<file path="src/rtl/core/vcm_pkg.sv">
// ----------------------------------------------------------------------------
// vcm_pkg
// Shared types, codes and widths for the velocity command mux.
// ----------------------------------------------------------------------------
package vcm_pkg;

    // Saturation width of the scaled joystick command
    localparam int VALUE_BITS = 16;
    // Held command width: wide enough for a raw 16-bit navigation command
    localparam int HELD_W     = (VALUE_BITS > 16) ? VALUE_BITS : 16;
    // Product path width, gain (17 bit signed) times axis (16 bit signed)
    localparam int PROD_W     = 33;

    localparam int GAIN_W     = 16;
    localparam int STEP_W     = 14;
    localparam int LIMIT_W    = 15;
    localparam int CMD_W      = 16;
    localparam int CFG_DATA_W = 15;
    localparam int CFG_IDX_W  = 3;
    localparam int IDLE_W     = 8;

    localparam logic [GAIN_W-1:0] LINEAR_GAIN_RST  = 16'd4915;
    localparam logic [GAIN_W-1:0] ANGULAR_GAIN_RST = 16'd4289;

    typedef enum logic [1:0] {
        FUNC_JOY  = 2'd0,
        FUNC_NAV  = 2'd1,
        FUNC_TICK = 2'd2,
        FUNC_RSVD = 2'd3
    } vcm_func_t;

    typedef enum logic [CFG_IDX_W-1:0] {
        CFG_LINEAR_STEP   = 3'd0,
        CFG_LINEAR_LIMIT  = 3'd1,
        CFG_ANGULAR_STEP  = 3'd2,
        CFG_ANGULAR_LIMIT = 3'd3,
        CFG_STALE_TICKS   = 3'd4
    } vcm_cfg_idx_t;

    localparam logic KIND_CMD     = 1'b0;
    localparam logic KIND_PROCEED = 1'b1;

    typedef struct packed {
        vcm_func_t          func;
        logic               manual_hold;
        logic               btn_up;
        logic               btn_down;
        logic               btn_left;
        logic               btn_right;
        logic               btn_touchpad;
        logic               joy_connected;
        logic signed [15:0] axis_lx;
        logic signed [15:0] axis_ly;
        logic signed [15:0] nav_linear;
        logic signed [15:0] nav_angular;
    } vcm_item_t;

    typedef struct packed {
        logic                    out_kind;
        logic signed [CMD_W-1:0] linear_cmd;
        logic signed [CMD_W-1:0] angular_cmd;
        logic                    manual_mode;
    } vcm_result_t;

endpackage

</file>
<file path="src/rtl/core/vcm_in_reg.sv">
// ----------------------------------------------------------------------------
// vcm_in_reg
// Input register stage: holds one request until the core consumes it.
// ----------------------------------------------------------------------------
module vcm_in_reg (
    input  logic                aclk,
    input  logic                aresetn,
    input  logic                s_valid,
    output logic                s_ready,
    input  vcm_pkg::vcm_item_t  s_item,
    input  logic                advance,
    output logic                item_valid,
    output vcm_pkg::vcm_item_t  item
);
    import vcm_pkg::*;

    logic      valid_reg;
    vcm_item_t item_reg;

    assign s_ready    = !valid_reg || advance;
    assign item_valid = valid_reg;
    assign item       = item_reg;

    always_ff @(posedge aclk) begin
        if (!aresetn) begin
            valid_reg <= 1'b0;
        end else if (s_ready) begin
            valid_reg <= s_valid;
        end
    end

    always_ff @(posedge aclk) begin
        if (s_valid && s_ready) begin
            item_reg <= s_item;
        end
    end

endmodule

</file>
<file path="src/rtl/core/vcm_gain_step.sv">
// ----------------------------------------------------------------------------
// vcm_gain_step
// Steps one gain up then down on button edges, clamped to [step, limit].
// ----------------------------------------------------------------------------
module vcm_gain_step (
    input  logic [vcm_pkg::GAIN_W-1:0]  gain,
    input  logic                        inc,
    input  logic                        dec,
    input  logic [vcm_pkg::STEP_W-1:0]  step,
    input  logic [vcm_pkg::LIMIT_W-1:0] limit,
    output logic [vcm_pkg::GAIN_W-1:0]  gain_next
);
    import vcm_pkg::*;

    localparam int SUM_W = GAIN_W + 2;

    logic signed [SUM_W-1:0] step_s;
    logic signed [SUM_W-1:0] limit_s;
    logic signed [SUM_W-1:0] g0;
    logic signed [SUM_W-1:0] up_sum;
    logic signed [SUM_W-1:0] up_clamp;
    logic signed [SUM_W-1:0] g1;
    logic signed [SUM_W-1:0] dn_sum;
    logic signed [SUM_W-1:0] dn_clamp;
    logic signed [SUM_W-1:0] g2;

    assign step_s  = $signed(SUM_W'(step));
    assign limit_s = $signed(SUM_W'(limit));
    assign g0      = $signed(SUM_W'(gain));

    // limit applied last, so it wins over step
    function automatic logic signed [SUM_W-1:0] clamp(
        input logic signed [SUM_W-1:0] g,
        input logic signed [SUM_W-1:0] lo,
        input logic signed [SUM_W-1:0] hi
    );
        logic signed [SUM_W-1:0] t;
        t = (g < lo) ? lo : g;
        return (t > hi) ? hi : t;
    endfunction

    assign up_sum   = g0 + step_s;
    assign up_clamp = clamp(up_sum, step_s, limit_s);
    assign g1       = inc ? up_clamp : g0;
    assign dn_sum   = g1 - step_s;
    assign dn_clamp = clamp(dn_sum, step_s, limit_s);
    assign g2       = dec ? dn_clamp : g1;

    assign gain_next = g2[GAIN_W-1:0];

endmodule

</file>
<file path="src/rtl/core/vcm_scale.sv">
// ----------------------------------------------------------------------------
// vcm_scale
// Scales a Q1.15 stick axis by a Q4.12 gain, rounds to Q4.12 and saturates.
// ----------------------------------------------------------------------------
module vcm_scale (
    input  logic [vcm_pkg::GAIN_W-1:0]        gain,
    input  logic signed [15:0]                axis,
    output logic signed [vcm_pkg::HELD_W-1:0] cmd
);
    import vcm_pkg::*;

    localparam logic signed [PROD_W-1:0] SAT_HI =
        (PROD_W'(1) <<< (VALUE_BITS - 1)) - PROD_W'(1);
    localparam logic signed [PROD_W-1:0] SAT_LO = -SAT_HI - PROD_W'(1);
    localparam logic signed [PROD_W-1:0] ROUND  = PROD_W'(16384);

    logic signed [PROD_W-1:0] gain_s;
    logic signed [PROD_W-1:0] axis_s;
    logic signed [PROD_W-1:0] prod;
    logic signed [PROD_W-1:0] q;
    logic signed [PROD_W-1:0] sat;

    assign gain_s = $signed(PROD_W'(gain));
    assign axis_s = PROD_W'(axis);
    assign prod   = gain_s * axis_s;
    // Q5.27 to Q4.12, round half up, floor shift
    assign q      = (prod + ROUND) >>> 15;
    assign sat    = (q > SAT_HI) ? SAT_HI : ((q < SAT_LO) ? SAT_LO : q);
    assign cmd    = sat[HELD_W-1:0];

endmodule

</file>
<file path="src/rtl/core/vcm_out_reg.sv">
// ----------------------------------------------------------------------------
// vcm_out_reg
// Result register: holds one result until the downstream side takes it.
// ----------------------------------------------------------------------------
module vcm_out_reg (
    input  logic                 aclk,
    input  logic                 aresetn,
    input  logic                 load,
    input  vcm_pkg::vcm_result_t result,
    output logic                 out_free,
    output logic                 m_valid,
    input  logic                 m_ready,
    output vcm_pkg::vcm_result_t m_result
);
    import vcm_pkg::*;

    logic        valid_reg;
    vcm_result_t result_reg;

    assign out_free = !valid_reg || m_ready;
    assign m_valid  = valid_reg;
    assign m_result = result_reg;

    always_ff @(posedge aclk) begin
        if (!aresetn) begin
            valid_reg <= 1'b0;
        end else if (load) begin
            valid_reg <= 1'b1;
        end else if (m_ready) begin
            valid_reg <= 1'b0;
        end
    end

    always_ff @(posedge aclk) begin
        if (load) begin
            result_reg <= result;
        end
    end

endmodule

</file>
<file path="src/rtl/core/teleop_velocity_command_mux_unit.sv">
// ----------------------------------------------------------------------------
// teleop_velocity_command_mux_unit
// Joystick / navigation velocity command mux with gain stepping and publish.
// ----------------------------------------------------------------------------
// One request is accepted per cycle, sustained, except while the result
// register holds a result that m_ready has not taken: any request, with or
// without a result, then waits in the input register, so input stalls follow
// output stalls cycle for cycle. A request lands in the input register; the
// mode, gain and held-command state plus the result register update from it
// once the result register is free. The path between them is the gain step
// adders feeding one 17x16 multiplier per axis. Joystick reports give a
// result only on a touchpad rising edge, nav commands never, publish ticks
// always. Configuration must be written through cfg_we/cfg_index/cfg_wdata
// while no request is in flight; the block itself does not enforce this.
module teleop_velocity_command_mux_unit (
    input  logic                                aclk,
    input  logic                                aresetn,
    // configuration
    input  logic                                cfg_we,
    input  logic [vcm_pkg::CFG_IDX_W-1:0]       cfg_index,
    input  logic [vcm_pkg::CFG_DATA_W-1:0]      cfg_wdata,
    // request channel
    input  logic                                s_valid,
    output logic                                s_ready,
    input  logic [1:0]                          s_func,
    input  logic                                s_manual_hold,
    input  logic                                s_btn_up,
    input  logic                                s_btn_down,
    input  logic                                s_btn_left,
    input  logic                                s_btn_right,
    input  logic                                s_btn_touchpad,
    input  logic                                s_joy_connected,
    input  logic signed [15:0]                  s_axis_lx,
    input  logic signed [15:0]                  s_axis_ly,
    input  logic signed [15:0]                  s_nav_linear,
    input  logic signed [15:0]                  s_nav_angular,
    // result channel
    output logic                                m_valid,
    input  logic                                m_ready,
    output logic                                m_out_kind,
    output logic signed [15:0]                  m_linear_cmd,
    output logic signed [15:0]                  m_angular_cmd,
    output logic                                m_manual_mode
);
    import vcm_pkg::*;

    // configuration registers
    logic [12:0]          linear_step_reg;
    logic [LIMIT_W-1:0]   linear_limit_reg;
    logic [13:0]          angular_step_reg;
    logic [LIMIT_W-1:0]   angular_limit_reg;
    logic [IDLE_W-1:0]    stale_ticks_reg;

    // block state
    logic                     manual_reg,       manual_next;
    logic                     link_reg,         link_next;
    logic [4:0]               prev_btn_reg,     prev_btn_next;
    logic [GAIN_W-1:0]        lin_gain_reg,     lin_gain_next;
    logic [GAIN_W-1:0]        ang_gain_reg,     ang_gain_next;
    logic signed [HELD_W-1:0] held_lin_reg,     held_lin_next;
    logic signed [HELD_W-1:0] held_ang_reg,     held_ang_next;
    logic [IDLE_W-1:0]        idle_reg,         idle_next;

    vcm_item_t   s_item;
    vcm_item_t   item;
    logic        item_valid;
    logic        advance;
    logic        out_free;
    logic        res_valid;
    vcm_result_t res;
    vcm_result_t m_result;

    logic [4:0]               btn_now;
    logic [4:0]               btn_rise;
    logic [GAIN_W-1:0]        lin_gain_step;
    logic [GAIN_W-1:0]        ang_gain_step;
    logic signed [HELD_W-1:0] lin_scaled;
    logic signed [HELD_W-1:0] ang_scaled;
    logic                     tick_manual;
    logic [IDLE_W-1:0]        tick_idle;
    logic                     tick_stale;

    assign s_item = '{
        func:          vcm_func_t'(s_func),
        manual_hold:   s_manual_hold,
        btn_up:        s_btn_up,
        btn_down:      s_btn_down,
        btn_left:      s_btn_left,
        btn_right:     s_btn_right,
        btn_touchpad:  s_btn_touchpad,
        joy_connected: s_joy_connected,
        axis_lx:       s_axis_lx,
        axis_ly:       s_axis_ly,
        nav_linear:    s_nav_linear,
        nav_angular:   s_nav_angular
    };

    vcm_in_reg u_in_reg (
        .aclk       (aclk),
        .aresetn    (aresetn),
        .s_valid    (s_valid),
        .s_ready    (s_ready),
        .s_item     (s_item),
        .advance    (advance),
        .item_valid (item_valid),
        .item       (item)
    );

    assign advance = item_valid && out_free;

    // bit0 up, bit1 down, bit2 left, bit3 right, bit4 touchpad
    assign btn_now  = {item.btn_touchpad, item.btn_right, item.btn_left,
                       item.btn_down, item.btn_up};
    assign btn_rise = btn_now & ~prev_btn_reg;

    vcm_gain_step u_lin_gain (
        .gain      (lin_gain_reg),
        .inc       (btn_rise[0]),
        .dec       (btn_rise[1]),
        .step      (STEP_W'(linear_step_reg)),
        .limit     (linear_limit_reg),
        .gain_next (lin_gain_step)
    );

    vcm_gain_step u_ang_gain (
        .gain      (ang_gain_reg),
        .inc       (btn_rise[2]),
        .dec       (btn_rise[3]),
        .step      (angular_step_reg),
        .limit     (angular_limit_reg),
        .gain_next (ang_gain_step)
    );

    vcm_scale u_lin_scale (
        .gain (lin_gain_step),
        .axis (item.axis_lx),
        .cmd  (lin_scaled)
    );

    vcm_scale u_ang_scale (
        .gain (ang_gain_step),
        .axis (item.axis_ly),
        .cmd  (ang_scaled)
    );

    // tick: drop to autonomous on lost link, count idle, zero a stale command
    assign tick_manual = manual_reg && link_reg;
    assign tick_idle   = (idle_reg == {IDLE_W{1'b1}}) ? idle_reg : idle_reg + IDLE_W'(1);
    assign tick_stale  = !tick_manual && (tick_idle >= stale_ticks_reg);

    always_comb begin
        manual_next   = manual_reg;
        link_next     = link_reg;
        prev_btn_next = prev_btn_reg;
        lin_gain_next = lin_gain_reg;
        ang_gain_next = ang_gain_reg;
        held_lin_next = held_lin_reg;
        held_ang_next = held_ang_reg;
        idle_next     = idle_reg;
        res_valid     = 1'b0;
        res           = '{out_kind: KIND_CMD, linear_cmd: '0, angular_cmd: '0,
                          manual_mode: manual_reg};
        unique case (item.func)
            FUNC_JOY: begin
                prev_btn_next = btn_now;
                link_next     = item.joy_connected;
                manual_next   = item.manual_hold;
                lin_gain_next = lin_gain_step;
                ang_gain_next = ang_gain_step;
                if (item.manual_hold) begin
                    held_lin_next = lin_scaled;
                    held_ang_next = ang_scaled;
                end
                res_valid       = btn_rise[4];
                res.out_kind    = KIND_PROCEED;
                res.manual_mode = item.manual_hold;
            end
            FUNC_NAV: begin
                idle_next = '0;
                if (!manual_reg) begin
                    held_lin_next = HELD_W'(item.nav_linear);
                    held_ang_next = HELD_W'(item.nav_angular);
                end
            end
            FUNC_TICK: begin
                manual_next = tick_manual;
                idle_next   = tick_idle;
                if (tick_stale) begin
                    held_lin_next = '0;
                    held_ang_next = '0;
                end
                res_valid       = 1'b1;
                res.out_kind    = KIND_CMD;
                res.linear_cmd  = held_lin_next[CMD_W-1:0];
                res.angular_cmd = held_ang_next[CMD_W-1:0];
                res.manual_mode = tick_manual;
            end
            default: begin
            end
        endcase
    end

    always_ff @(posedge aclk) begin
        if (!aresetn) begin
            manual_reg   <= 1'b0;
            link_reg     <= 1'b0;
            prev_btn_reg <= '0;
            lin_gain_reg <= LINEAR_GAIN_RST;
            ang_gain_reg <= ANGULAR_GAIN_RST;
            held_lin_reg <= '0;
            held_ang_reg <= '0;
            idle_reg     <= '0;
        end else if (advance) begin
            manual_reg   <= manual_next;
            link_reg     <= link_next;
            prev_btn_reg <= prev_btn_next;
            lin_gain_reg <= lin_gain_next;
            ang_gain_reg <= ang_gain_next;
            held_lin_reg <= held_lin_next;
            held_ang_reg <= held_ang_next;
            idle_reg     <= idle_next;
        end
    end

    always_ff @(posedge aclk) begin
        if (!aresetn) begin
            linear_step_reg   <= 13'd410;
            linear_limit_reg  <= 15'd6144;
            angular_step_reg  <= 14'd1430;
            angular_limit_reg <= 15'd25736;
            stale_ticks_reg   <= 8'd60;
        end else if (cfg_we) begin
            unique case (vcm_cfg_idx_t'(cfg_index))
                CFG_LINEAR_STEP:   linear_step_reg   <= cfg_wdata[12:0];
                CFG_LINEAR_LIMIT:  linear_limit_reg  <= cfg_wdata[LIMIT_W-1:0];
                CFG_ANGULAR_STEP:  angular_step_reg  <= cfg_wdata[13:0];
                CFG_ANGULAR_LIMIT: angular_limit_reg <= cfg_wdata[LIMIT_W-1:0];
                CFG_STALE_TICKS:   stale_ticks_reg   <= cfg_wdata[IDLE_W-1:0];
                default: begin
                end
            endcase
        end
    end

    vcm_out_reg u_out_reg (
        .aclk     (aclk),
        .aresetn  (aresetn),
        .load     (advance && res_valid),
        .result   (res),
        .out_free (out_free),
        .m_valid  (m_valid),
        .m_ready  (m_ready),
        .m_result (m_result)
    );

    assign m_out_kind    = m_result.out_kind;
    assign m_linear_cmd  = m_result.linear_cmd;
    assign m_angular_cmd = m_result.angular_cmd;
    assign m_manual_mode = m_result.manual_mode;

endmodule
</file>
<file path="config.mk">
export PLATFORM = sky130hd
export DESIGN_NAME = teleop_velocity_command_mux_unit
export DESIGN_NICKNAME = d
export VERILOG_FILES = /design/src/rtl/core/vcm_pkg.sv /design/src/rtl/core/vcm_in_reg.sv /design/src/rtl/core/vcm_gain_step.sv /design/src/rtl/core/vcm_scale.sv /design/src/rtl/core/vcm_out_reg.sv /design/src/rtl/core/teleop_velocity_command_mux_unit.sv
export SDC_FILE = /design/constraint.sdc
export NUM_CORES = 2
export LEC_CHECK = 0
export BUFFER_PORTS_ARGS = -buffer_cell sky130_fd_sc_hd__buf_2
export CORE_MARGIN = 4
export CORE_UTILIZATION = 30
export CTS_BUF_LIST = sky130_fd_sc_hd__clkbuf_4
export DETAILED_ROUTE_END_ITERATION = 8
export GPL_ROUTABILITY_DRIVEN = 0
export HOLD_SLACK_MARGIN = 0.15
export MAX_ROUTING_LAYER = met4
export SYNTH_ARGS = -nofsm -noshare
export SYNTH_HDL_FRONTEND = slang
export SYNTH_HIERARCHICAL = 1
export SYNTH_SLANG_ARGS = --single-unit
</file>
<file path="constraint.sdc">
create_clock -name aclk -period 20.1 [get_ports aclk]
set_input_delay 6.03 -clock aclk [delete_from_list [all_inputs] [get_ports aclk]]
set_output_delay 6.03 -clock aclk [all_outputs]
set_load 0.005 [all_outputs]
</file>
Word-level counts from Yosys, hierarchy flattened
Cells that the tools add are included.
{ "word_totals": {"register_bits": 253} }
{ "classes": {"n_addsub": 7, "n_eq_ne": 9, "n_lt_le_gt_ge": 13, "n_mux": 31, "n_reduce_logical": 23, "multipliers": 2, "bitwise": 2} }
{ "ops": {"columns": ["operator", "n"], "rows": [
  ["2-to-1 mux 16 bit", 14],
  ["2-to-1 mux 18 bit", 8],
  ["one-hot mux 16 bit (3 select lines)", 2],
  ["greater-than comparator 18 x 16 -> 1 bit", 4],
  ["adder 33 x 16 -> 33 bit (second input constant)", 2],
  ["multiplier 17 x 16 -> 33 bit", 2],
  ["greater-than comparator 18 x 16 -> 1 bit (second input constant)", 2],
  ["< comparator 18 x 14 -> 1 bit", 2],
  ["< comparator 18 x 15 -> 1 bit", 2],
  ["< comparator 18 x 16 -> 1 bit (second input constant)", 2],
  ["subtractor 18 x 14 -> 18 bit", 1],
  ["subtractor 18 x 15 -> 18 bit", 1],
  ["adder 16 x 13 -> 17 bit", 1],
  ["adder 16 x 14 -> 17 bit", 1],
  ["one-hot mux 8 bit (2 select lines)", 1],
  ["AND reduction 2 bit", 7],
  ["adder 8 x 1 -> 8 bit (second input constant)", 1],
  ["equality test 8 bit (second input constant)", 1],
  ["greater-or-equal comparator 8 bit", 1],
  ["2-to-1 mux 8 bit", 1],
  ["equality test 3 x 2 -> 1 bit (second input constant)", 2],
  ["bitwise AND 5 bit", 1],
  ["logical AND 1 bit", 5],
  ["inverter 5 bit", 1],
  ["other kinds (15)", 22]
]} }

Longest topological paths before layout
{ "depth": {"depth_word": 19, "mapped_depth": 85} }

By module
Netlist, hierarchy kept.
{ "modules_own_cells": {"columns": ["mod", "cells_each", "area_each_um2", "n_inst"], "rows": [
  ["vcm_scale at u_lin_scale", 1042, 8871.0, 1],
  ["vcm_scale at u_ang_scale", 1000, 8692.1, 1],
  ["teleop_velocity_command_mux_unit", 799, 6692.7, 1],
  ["vcm_gain_step at u_lin_gain", 508, 3878.7, 1],
  ["vcm_gain_step at u_ang_gain", 492, 3836.2, 1],
  ["vcm_in_reg", 78, 2249.7, 1],
  ["vcm_out_reg", 38, 1069.8, 1]
]} }

Worst setup path after synthesis
OpenSTA, ideal clock, no wires.
{ "synth_path": {"kind": "register to register", "start": "reg angular_step_reg[0]", "end": "reg held_ang_reg[10]", "arrival_time_ps": 17611, "period_less_slack_ps": 17754, "path_buffers": 8, "stages_incl_launch_ff": 81, "slack_ps": 2346, "setup_ps": 143, "path_cell_list": "dfxtp_1 ha_1 fa_1 a211oi_2 o21ai_1 nor2b_1 nor2_1 xnor2_1 ha_1 nand4_1 a211o_1 a31o_2 o211ai_2 clkbuf_1 mux2i_1 inv_1 ha_1 nand4_1 (+45 left out) fa_1 inv_1 fa_1 inv_1 ha_1 nand4_2 or3_1 o32a_1 a221oi_2 a311oi_2 nand3b_1 and4_1 buf_6 buf_6 a21o_1 a22o_1 mux2i_1 o22ai_2"} }
{ "synth_via": {"elab_chain_len": 19} }
{ "synth_rtl": {"columns": ["element", "line", "rtl"], "rows": [
  ["from (decl)", "teleop_velocity_command_mux_unit.sv:50", "logic [13:0] angular_step_reg;"],
  ["from (signal assigned)", "teleop_velocity_command_mux_unit.sv:236", "CFG_ANGULAR_STEP: angular_step_reg <= cfg_wdata[13:0];"],
  ["adder 16 x 14 -> 17 bit", "vcm_gain_step.sv:42", "assign up_sum = g0 + step_s;"],
  ["< comparator 18 x 15 -> 1 bit", "vcm_gain_step.sv:38", "t = (g < lo) ? lo : g;"],
  ["2-to-1 mux 18 bit", "vcm_gain_step.sv:38", null],
  ["greater-than comparator 18 x 16 -> 1 bit", "vcm_gain_step.sv:39", "return (t > hi) ? hi : t;"],
  ["2-to-1 mux 18 bit", "vcm_gain_step.sv:39", null],
  ["2-to-1 mux 18 bit", "vcm_gain_step.sv:44", "assign g1 = inc ? up_clamp : g0;"],
  ["subtractor 18 x 15 -> 18 bit", "vcm_gain_step.sv:45", "assign dn_sum = g1 - step_s;"],
  ["< comparator 18 x 15 -> 1 bit", "vcm_gain_step.sv:38", null],
  ["(+4 left out)", null, null],
  ["net ang_gain_step[7]", "teleop_velocity_command_mux_unit.sv:76", "logic [GAIN_W-1:0] ang_gain_step;"],
  ["multiplier 17 x 16 -> 33 bit (*)", "vcm_scale.sv:25", "assign prod = gain_s * axis_s;"],
  ["adder 33 x 16 -> 33 bit (*)", "vcm_scale.sv:27", "assign q = (prod + ROUND) >>> 15;"],
  ["< comparator 18 x 16 -> 1 bit", "vcm_scale.sv:28", "assign sat = (q > SAT_HI) ? SAT_HI : ((q < SAT_LO) ? SAT_LO : q);"],
  ["2-to-1 mux 16 bit", "vcm_scale.sv:28", null],
  ["2-to-1 mux 16 bit (*)", "vcm_scale.sv:28", null],
  ["net ang_scaled[10]", "teleop_velocity_command_mux_unit.sv:78", "logic signed [HELD_W-1:0] ang_scaled;"],
  ["2-to-1 mux 16 bit (*)", "teleop_velocity_command_mux_unit.sv:170", "if (item.manual_hold) begin"],
  ["one-hot mux 16 bit (3 select lines) (*)", "teleop_velocity_command_mux_unit.sv:163", "unique case (item.func)"],
  ["to (signal assigned)", "teleop_velocity_command_mux_unit.sv:220", "held_ang_reg <= held_ang_next;"],
  ["to (decl)", "teleop_velocity_command_mux_unit.sv:61", "logic signed [HELD_W-1:0] held_ang_reg, held_ang_next;"]
]} }
The timed path passes the listed nets; every way through them passes the cells marked *. The select of a mux whose other input is x is not followed.
A chain may end at the register's enable or synchronous reset.

Final worst setup path
{ "layout_path": {"start": "reg angular_step_reg[1]", "end": "reg held_ang_reg[7]"} }
The elaborated chain is that of the path after synthesis.

==> impl_results.md <==
- Final WL: 104000 µm
- Post-synthesis cell type count: 110
- Share of cells above drive strength 1: 12.0%
- Setup violations, final: 0
- Worst flop-to-flop path endpoint: held_ang_reg[7]$_SDFFE_PN0P_
- Synth Warn #: 6
- CP Data Required Time: 20.88 ns
- Vias/cell: 5.06
- Post-Syn Area per Cell: 8.92 µm²
- Crit path buffers/inverters: 11
- R2r startpoint: angular_step_reg[1]$_SDFFE_PN1P_
- Remaining antenna violation count after routing: 0
- EDFF count, synth: 107
- Min-Delay Path Class: reg -> reg
- Largest net degree at the start of global routing: 68
- Hold Path Cell Cnt: 2
- CTS tree: built
- Initial antenna violation count: 12
- Nets: 4975
- Max FFs per register: 73
- Clock buffer depth: 3
- Gr usage total: 17.2%
- Core Rows: 125
- Post-synthesis register bit count: 253
- Worst hold margin: 0.455 ns
- Max cap viols: 0
- CTS sink cnt: 253
- Crit path capture type: register
- I/O pin cnt: 132
- Reg2Reg Depth: 72
- Num CTS Buffers: 73
- Area growth syn-to-layout: 9.76%
- Fin crit share: 94.4%
- Area share of the largest cell type after synthesis: 22.2%
- Crit-path max FO: 15
- CP top delay family: compound AO/OA/AOI/OAI gates
- Final number of hold-violating endpoints: 0
- CP most frequent cell: ha_1
- Vias: 28600
- Register area: 0.00614 mm²
- First DRT Iteration DRCs: 1985
- Drt wl/cell: 18.3 µm
- Leading area contributor after synthesis: fa_1
- Status: finished clean
- Latest clock arrival within the worst-skew pair: 0.95 ns
- CP arrival: 19.76 ns
- H-Tree Depth: 3
- Slowest cell on crit path: fa_1
- Hold Crit Endpoint: prev_btn_reg[3]$_SDFFE_PN0P_
- Die ar.: 0.123 mm²
- Async S/R FF share, synth: 0%
- Die Wd: 351 µm
- Area contributors post-synth: fa_1, ha_1, edfxtp_1, dfxtp_1, inv_1
- Most frequent cells in the layout: inv_1, nand2_1, ha_1, fa_1, and2_1
- IO Port Bufs: 131
- Core ar.: 0.117 mm²
- Footprint of the multi-input gates: 0.0263 mm²
- HP Start: prev_btn_reg[3]$_SDFFE_PN0P_
- CTS root buf: clkbuf_4
- Max-slew violations: 0
- Crit path kind: reg -> reg
- Die Y: 351 µm
- Achievable Freq: 52.7 MHz
- DR pass1 iterations: 5
- Worst-Margin Slew: 1.27 ns
- Sequential share of the synthesized area: 17.4%
- Relative slew slack: 15.2%
- Detailed Place HPWL: 80900 µm
- Setup Skew: 0.0919 ns
- Vias in the first global route: 29100
- Minimum clock period: 18.98 ns
- Ys flop type: dfxtp_1
- Most common cell after layout, fill and taps aside: inv_1
- Max incr delay on CP: 0.54 ns
- Filler cell count: 12000
- GRT overflow: 0
- Cell Area, Synth: 0.0353 mm²
- Starting Density: 30.3%
- Startpoint types: register
- Worst R2R Setup Slack: 1.12 ns
- Post-Syn Instances: 3957
- First-pass GRT wire length: 164000 µm
- DRC: 0
- Clock slew at reported path FFs: 0.07 ns
==> how the worst max path moves through the flow <==
stage | start | end | slack, ns | cells after the start
2_1_floorplan | angular_step_reg[0]$_SDFFE_PN0P_ | held_ang_reg[10]$_SDFFE_PN0P_ | 2.35 | 80
3_3_place_gp | angular_step_reg[1]$_SDFFE_PN1P_ | held_ang_reg[7]$_SDFFE_PN0P_ | 0.95 | 69
3_5_place_dp | angular_step_reg[1]$_SDFFE_PN1P_ | held_ang_reg[7]$_SDFFE_PN0P_ | 0.51 | 68
4_1_cts | angular_step_reg[1]$_SDFFE_PN1P_ | held_ang_reg[7]$_SDFFE_PN0P_ | 0.52 | 68
5_1_grt | angular_step_reg[1]$_SDFFE_PN1P_ | held_ang_reg[7]$_SDFFE_PN0P_ | -0.01 | 73
6_report | angular_step_reg[1]$_SDFFE_PN1P_ | held_ang_reg[7]$_SDFFE_PN0P_ | 1.12 | 72
==> tightest hold or removal path, cell delays in order, from the launching register on <==
cell,delay [ns]
dfxtp_1,0.31
nand2_1,0.05
a21oi_1,0.05
==> per-layer routing <==
metal / track usage, % / up-vias / share of wire, %
met5: - / - / 0
met4: 4.63 / 0 / 2.4
met3: 2.79 / 140 / 6.1
met2: 27.2 / 760 / 46
met1: 23.1 / 14200 / 45
li1: - / 13500 / -
==> cell type report <==
cell class              count  share of cell area (%)
diodes                      9                  0.0581
clock buffers             105                    2.04
clock inverters            24                   0.604
inverters                 586                    5.69
multi-input cells        2963                    67.9
flip-flops and latches    253                    15.8
well taps                1524                    4.92
repair buffers            192                    2.91
==> what timing repair did <==
item / CTS / global route
endpoints found under the hold margin: 0 / 0
setup buffers: 0 / 11
resized for setup: 0 / 9
hold buffers: 0 / 0
endpoints found under the setup margin: 0 / 18
==> cell usage after synthesis, types with 15 or more instances <==
library cell / number
a211oi_1: 23
a21o_1: 57
a21oi_1: 201
a22o_1: 37
a31oi_1: 19
and2_1: 231
and3_1: 49
buf_2: 16
clkbuf_1: 119
dfxtp_1: 146
edfxtp_1: 107
fa_1: 392
ha_1: 418
inv_1: 580
mux2_2: 79
mux2i_1: 47
nand2_1: 560
nand2b_1: 21
nand3_1: 66
nand4_1: 26
nor2_1: 133
nor2b_1: 26
nor3_1: 36
o211ai_1: 26
o21a_1: 27
o21ai_0: 129
o21ai_1: 15
o22ai_2: 30
xnor2_1: 56
xor2_1: 29
==> metrics by stage <==
stage	setup TNS (ns)	utilization, %	area, µm²	std cells	setup WS [ns]
detailed placement	0	32.2	37500	5506	0.515
global route	-0.0104	33.2	38700	5654	-0.0104
finish	0	33.2	38700	5656	1.12
global placement	0	32.2	37500	5506	0.954
CTS	0	33.1	38600	5635	0.521
floorplan	0	-	35300	3961	2.35
==> kinds of logic (layout without fill, tap and decap cells) <==
| group | count (synthesis) | in the layout | synth area share [%] |
|---|---|---|---|
| flops | 253 | 253 | 17.4 |
| mux | 146 | 146 | 4.61 |
| fa+ha+maj | 810 | 810 | 37.1 |
| buf+inv | 746 | 907 | 8.32 |
| xor+xnor | 86 | 86 | 2.16 |
| compound gates | 717 | 718 | 14.3 |
| simple gates | 1198 | 1198 | 16.2 |
| other cells | 1 | 14 | 0.0106 |
Power is not shown: default switching activity piles up to over one toggle a cycle in this logic, so the estimate is an artifact.
